===== src/rtl/rwc_pkg.sv =====
// Shared constants and request/result types for the ROM window checksum block.
package rwc_pkg;

   localparam int unsigned WINDOW_WORDS = 262144;
   localparam int unsigned COUNT_W      = $clog2(WINDOW_WORDS + 1);

   localparam logic [31:0] SEED_RESET = 32'hF8CA4DDC;

   typedef struct packed {
      logic [31:0] word;
      logic        last;
   } rwc_req_type;

   typedef struct packed {
      logic [31:0] checksum_hi;
      logic [31:0] checksum_lo;
   } rwc_rsp_type;

endpackage


===== src/rtl/rom_window_checksum.sv =====
// Top level of the ROM window checksum: accumulators, padding multiply and result register.

// Takes one ROM word per cycle with no gaps, for any mix of last and non-last
// words. Each word goes into an input register and is folded into the five
// accumulators in the next cycle; a word marked last also hands a snapshot of
// the accumulators to a two-stage finish path (padding multiply, then the
// final fold) and the accumulators re-seed in that same cycle, so the next
// image's first word can follow straight on. A result passes from the input
// register through the snapshot, padding-product and result registers. Words
// beyond WINDOW_WORDS are ignored but a last flag on them still closes the
// image. The input only stalls when results back up through the finish path
// and a last word has to wait for it. A seed write re-seeds every accumulator
// at once and is taken in any cycle; it is meant for an idle block.
module rom_window_checksum
   import rwc_pkg::*;
(
   input  logic        clock,
   input  logic        reset,

   input  logic        req_valid,
   output logic        req_stall,
   input  rwc_req_type req_data,

   output logic        rsp_valid,
   input  logic        rsp_stall,
   output rwc_rsp_type rsp_data,

   input  logic        csr_valid,
   output logic        csr_ready,
   input  logic [31:0] csr_data
);

   localparam logic [COUNT_W-1:0] WINDOW_CNT = COUNT_W'(WINDOW_WORDS);

   function automatic logic [31:0] rotl_self(input logic [31:0] x);
      logic [63:0] dbl;
      begin
         dbl = {x, x} << x[4:0];
         return dbl[63:32];
      end
   endfunction

   // configuration
   logic [31:0] seed_ff;
   logic        csr_go;

   // input register
   logic        s0_valid_ff;
   rwc_req_type s0_req_ff;
   logic        s0_go;

   // accumulators
   logic [63:0]        wide_sum_ff,   wide_sum_in;
   logic [31:0]        xor_acc_ff,    xor_acc_in;
   logic [31:0]        rot_sum_ff,    rot_sum_in;
   logic [31:0]        select_xor_ff, select_xor_in;
   logic [31:0]        mix_sum_ff,    mix_sum_in;
   logic [COUNT_W-1:0] words_seen_ff, words_seen_in;

   // finish stage 1: snapshot
   logic               f1_valid_ff;
   logic [31:0]        f1_hi_ff;
   logic [31:0]        f1_rot_ff;
   logic [31:0]        f1_sel_ff;
   logic [31:0]        f1_mix_ff;
   logic [COUNT_W-1:0] f1_missing_ff;

   // finish stage 2: padding product
   logic                f2_valid_ff;
   logic [31:0]         f2_hi_ff;
   logic [31:0]         f2_rs_ff;
   logic [31:0]         f2_mix_ff;
   logic [31:0]         f2_prod_ff;
   logic [32+COUNT_W-1:0] pad_full;

   // result register
   logic        rsp_valid_ff;
   rwc_rsp_type rsp_data_ff;

   logic out_ready, f2_ready, f1_ready, s0_ready;

   // per-word update
   logic        in_window;
   logic [31:0] x, y;
   logic [63:0] sum_new;
   logic [31:0] rot_new;

   assign out_ready = !rsp_valid_ff || !rsp_stall;
   assign f2_ready  = !f2_valid_ff || out_ready;
   assign f1_ready  = !f1_valid_ff || f2_ready;
   assign s0_go     = s0_valid_ff && (!s0_req_ff.last || f1_ready);
   assign s0_ready  = !s0_valid_ff || s0_go;
   assign req_stall = !s0_ready;

   assign csr_ready = 1'b1;
   assign csr_go    = csr_valid;

   assign rsp_valid = rsp_valid_ff;
   assign rsp_data  = rsp_data_ff;

   always_comb begin
      x         = s0_req_ff.word;
      y         = rotl_self(x);
      in_window = words_seen_ff < WINDOW_CNT;
      sum_new   = wide_sum_ff + {32'd0, x};
      rot_new   = rot_sum_ff + y;

      wide_sum_in   = wide_sum_ff;
      xor_acc_in    = xor_acc_ff;
      rot_sum_in    = rot_sum_ff;
      select_xor_in = select_xor_ff;
      mix_sum_in    = mix_sum_ff;
      words_seen_in = words_seen_ff;
      if (in_window) begin
         wide_sum_in   = sum_new;
         xor_acc_in    = xor_acc_ff ^ x;
         rot_sum_in    = rot_new;
         select_xor_in = select_xor_ff ^
                         ((select_xor_ff < x) ? (sum_new[31:0] ^ x) : y);
         mix_sum_in    = mix_sum_ff + (rot_new ^ x);
         words_seen_in = words_seen_ff + COUNT_W'(1);
      end
   end

   assign pad_full = f1_rot_ff * {32'd0, f1_missing_ff};

   always_ff @(posedge clock) begin
      if (reset) begin
         s0_valid_ff   <= 1'b0;
         f1_valid_ff   <= 1'b0;
         f2_valid_ff   <= 1'b0;
         rsp_valid_ff  <= 1'b0;
         seed_ff       <= SEED_RESET;
         wide_sum_ff   <= {SEED_RESET, SEED_RESET};
         xor_acc_ff    <= SEED_RESET;
         rot_sum_ff    <= SEED_RESET;
         select_xor_ff <= SEED_RESET;
         mix_sum_ff    <= SEED_RESET;
         words_seen_ff <= '0;
      end else begin
         if (req_valid && !req_stall) begin
            s0_valid_ff <= 1'b1;
         end else if (s0_go) begin
            s0_valid_ff <= 1'b0;
         end

         if (csr_go) begin
            seed_ff       <= csr_data;
            wide_sum_ff   <= {csr_data, csr_data};
            xor_acc_ff    <= csr_data;
            rot_sum_ff    <= csr_data;
            select_xor_ff <= csr_data;
            mix_sum_ff    <= csr_data;
            words_seen_ff <= '0;
         end else if (s0_go && s0_req_ff.last) begin
            wide_sum_ff   <= {seed_ff, seed_ff};
            xor_acc_ff    <= seed_ff;
            rot_sum_ff    <= seed_ff;
            select_xor_ff <= seed_ff;
            mix_sum_ff    <= seed_ff;
            words_seen_ff <= '0;
         end else if (s0_go) begin
            wide_sum_ff   <= wide_sum_in;
            xor_acc_ff    <= xor_acc_in;
            rot_sum_ff    <= rot_sum_in;
            select_xor_ff <= select_xor_in;
            mix_sum_ff    <= mix_sum_in;
            words_seen_ff <= words_seen_in;
         end

         if (s0_go && s0_req_ff.last) begin
            f1_valid_ff <= 1'b1;
         end else if (f2_ready) begin
            f1_valid_ff <= 1'b0;
         end

         if (f1_valid_ff && f2_ready) begin
            f2_valid_ff <= 1'b1;
         end else if (out_ready) begin
            f2_valid_ff <= 1'b0;
         end

         if (f2_valid_ff && out_ready) begin
            rsp_valid_ff <= 1'b1;
         end else if (!rsp_stall) begin
            rsp_valid_ff <= 1'b0;
         end
      end
   end

   // payload registers
   always_ff @(posedge clock) begin
      if (req_valid && !req_stall) begin
         s0_req_ff <= req_data;
      end
      if (s0_go && s0_req_ff.last) begin
         f1_hi_ff      <= wide_sum_in[63:32] ^ wide_sum_in[31:0] ^ xor_acc_in;
         f1_rot_ff     <= rot_sum_in;
         f1_sel_ff     <= select_xor_in;
         f1_mix_ff     <= mix_sum_in;
         f1_missing_ff <= WINDOW_CNT - words_seen_in;
      end
      if (f1_valid_ff && f2_ready) begin
         f2_hi_ff   <= f1_hi_ff;
         f2_rs_ff   <= f1_rot_ff ^ f1_sel_ff;
         f2_mix_ff  <= f1_mix_ff;
         f2_prod_ff <= pad_full[31:0];
      end
      if (f2_valid_ff && out_ready) begin
         rsp_data_ff.checksum_hi <= f2_hi_ff;
         rsp_data_ff.checksum_lo <= f2_rs_ff ^ (f2_mix_ff + f2_prod_ff);
      end
   end

endmodule

===== config.mk =====
export PLATFORM = sky130hd
export DESIGN_NAME = rom_window_checksum
export DESIGN_NICKNAME = d
export VERILOG_FILES = /design/src/rtl/rwc_pkg.sv /design/src/rtl/rom_window_checksum.sv
export SDC_FILE = /design/constraint.sdc
export NUM_CORES = 2
export LEC_CHECK = 0
export BUFFER_PORTS_ARGS = -buffer_cell sky130_fd_sc_hd__buf_2
export CAP_MARGIN = 20
export CORE_MARGIN = 3
export CORE_UTILIZATION = 46
export DETAILED_ROUTE_END_ITERATION = 10
export GPL_ROUTABILITY_DRIVEN = 1
export GPL_TIMING_DRIVEN = 1
export PLACE_DENSITY = 0.62
export SYNTH_ARGS = -nofsm -noshare
export SYNTH_HDL_FRONTEND = slang
export SYNTH_SLANG_ARGS = --single-unit

===== constraint.sdc =====
create_clock -name clock -period 18.7 [get_ports clock]
set_input_delay 2.805 -clock clock [delete_from_list [all_inputs] [get_ports clock]]
set_output_delay 2.805 -clock clock [all_outputs]
set_load 0.05 [all_outputs]

==> flow_metrics.py <==
metrics = {
    "run_status": {
        "outcome": "finished clean",
    },
    "synth": {
        "yosysSeqAreaShare_pct": 33.3,
        "synth_top_area_cell": "edfxtp_1",
        "avgSynthCellArea_um2": 9.53,
        "yosysMostFrequentCell": "nand2_1",
        "ys_top_cells_by_area": "edfxtp_1 23%, fa_1 14%, dfxtp_1 10%, ha_1 6.1%, xnor2_1 6.0%",
        "syn-num-nets": 5739,
        "synthCells": 5085,
        "synth_top_area_share_pct": 23.1,
        "syn_area_um2": 48500,
        "synth-edff-count": 372,
        "yosys-top-cells-count": "663 x nand2_1, 535 x inv_1, 372 x edfxtp_1, 348 x fa_1, 333 x xnor2_1",
        "async_flop_share_pct": 0,
        "synth_cell_types": 99,
        "ys_seq_elements": 619,
        "ys_warn_count": 0,
        "ys.flop_type": "edfxtp_1",
    },
    "cells_and_area": {
        "utilization_pct": 50.8,
        "area_growth_pct": 9.23,
        "drive_gt1_share_pct": 8.76,
        "num_antenna_cells": 0,
        "fillers": 9603,
        "fin_nets": 5750,
    },
    "grt": {
        "grt_usage_pct": 26.5,
        "globalRoute.totalOverflow": 0,
        "grt_pass1_wl_um": 221000,
        "grt_pass1_vias": 36500,
        "grt_antenna_before_repair": 0,
        "grt_max_degree": 129,
    },
    "timing": {
        "min_period_ns": 7.99,
        "fin_setup_tns_ns": 0,
        "max-slew-margin-rel_pct": 18.2,
        "skew_ns": 0.0347,
        "hold_viol_final": 0,
        "setup_viol": 0,
        "tightest_slew_ns": 1.23,
        "rsz0062_at_grt": "false",
        "period_share_pct": 42.7,
        "fmax_ghz": 0.125,
        "drv_slew": 0,
    },
    "clock_tree": {
        "cts_hold_repair.buffers": 0,
        "post_cts_buffers": 0,
        "clockRootBuffer": "clkbuf_16",
        "cts_buffers": 73,
        "ctsResizeCount": 0,
        "htreeDepth": 3,
        "clock-sinks": 619,
        "cts_tree": "done",
        "clockBufferDepth": 3,
        "clock_latency_ns": 0.66,
        "path_clk_slew_ns": 0.07,
    },
    "run": {
        "cap_viol_max_count": 0,
    },
    "die": {
        "top_level_ports": 137,
        "start_util_pct": 46.6,
        "rows": 118,
        "dieArea_um2": 109000,
        "die_h_um": 331,
        "core_um2": 104000,
        "die_x_um": 331,
    },
    "worst_setup_path": {
        "end_kind": "flip-flop",
        "critPathArrivalTime_ns": 8.48,
        "required_ns": 19.20,
        "slowest_delay_ns": 0.47,
        "cp_max_fo": 39,
        "critPathKind": "flip-flop to flip-flop",
        "startpoint_type": "flip-flop",
        "cp_common_cell": "a21o_1",
        "crit_path_top_delay_cell": "buf_4",
    },
    "routing": {
        "drt_pass1_iterations": 5,
        "via_per_inst": 5.72,
        "drt_iter0_drc": 3182,
        "finalWirelength_um": 144000,
        "post-route-drc-count": 0,
        "vias": 37400,
        "post_drt_wl_per_cell_um": 22.0,
        "antenna_left": 0,
    },
    "place": {
        "place_hpwl_um": 107000,
        "io_buffers": 135,
        "routabilityCongestion": 0.922,
    },
    "worst_hold_path": {
        "hold_path_class": "flip-flop to flip-flop",
    },
}
[state kept, by name, summed over array words and instances (netlist names), 19 cells and up]
name / count
rsp_data: 64
wide_sum_ff: 64
f1_hi_ff: 32
f1_mix_ff: 32
f1_rot_ff: 32
f1_sel_ff: 32
f2_hi_ff: 32
f2_mix_ff: 32
f2_prod_ff: 32
f2_rs_ff: 32
mix_sum_ff: 32
rot_sum_ff: 32
seed_ff: 32
select_xor_ff: 32
x: 32
xor_acc_ff: 32
f1_missing_ff: 19
words_seen_ff: 19
[per-stage QoR]
stage / area, µm² / hold WS, ns / instances / setup WS (ns)
CTS: 52900 / 0.418 / 6536 / 10.75
detailed placement: 50400 / 0.405 / 6400 / 10.81
global placement: 50400 / 0.403 / 6397 / 10.91
global route: 52900 / 0.423 / 6537 / 10.12
finish: 52900 / 0.416 / 6537 / 10.71
floorplan: 48500 / 0.400 / 5085 / 9.38
[worst max-delay path, delay by kind of cell (launching register included)]
| kind | cells | cell delay [ns] |
|---|---|---|
| compound gates | 14 | 3.42 |
| simple gates | 7 | 1.42 |
| buf+inv | 2 | 0.94 |
| fa+ha+maj | 3 | 0.93 |
| mux | 2 | 0.40 |
| xor+xnor | 2 | 0.37 |
| flops | 1 | 0.33 |
[worst paths after layout]
check	start	slack, ns	cells past startpoint	endpoint
worst min-delay path	f1_mix_ff[9]	0.42	0	f2_mix_ff[9]
worst max-delay path	x[1]	10.71	30	mix_sum_ff[31]
worst min register to register	f1_mix_ff[9]	0.42	0	f2_mix_ff[9]
worst max register to register	x[1]	10.71	30	mix_sum_ff[31]
[final cells by class]
cell class,instances,area (µm²),share of cell area [%]
Timing Repair Buffer,210,1270,2.40
Inverter,543,2050,3.87
Tap cell,1380,1730,3.26
Clock buffer,91,1940,3.67
Sequential cell,619,16100,30.5
Clock inverter,45,544,1.03
Multi-Input combinational cell,3649,29300,55.3
[metal layers]
layer	vias to the layer above	share of wire [%]	track usage, %
li1	17200	-	-
met1	18400	43	36.7
met2	1442	45	41.9
met3	268	7.6	4.19
met4	0	4.1	10.3
met5	-	0	0
[layout by cell type, fill, tap and decap left out, types with 27 or more instances in the layout]
cell type and instances:
fa_1 348, and2_1 154, edfxtp_1 372, o21ai_0 226, buf_4 74, a221o_1 32
nor3_1 84, and3_1 36, a31oi_1 39, mux4_2 27, clkbuf_16 73, xor2_1 162
a21oi_1 291, nor2_1 275, o21a_1 37, a21o_1 113, nand3_1 66, mux2i_1 69
dfxtp_1 246, xnor2_1 333, inv_1 534, a211oi_1 46, ha_1 236, o211ai_1 42
nand2_1 661, buf_2 133
[cell families after synthesis]
| kind of cell | share of synthesized area (%) |
|---|---|
| other | 0.00774 |
| XOR/XNOR | 9.55 |
| multiplexers | 3.10 |
| flip-flops | 33.3 |
| buffers and inverters | 6.43 |
| adder cells (fa/ha/maj) | 20.5 |
| AO/OA/AOI/OAI | 14.1 |
| AND/OR/NAND/NOR | 13.1 |
Power is not shown: default switching activity piles up to over one toggle a cycle in this logic, so the estimate is an artifact.
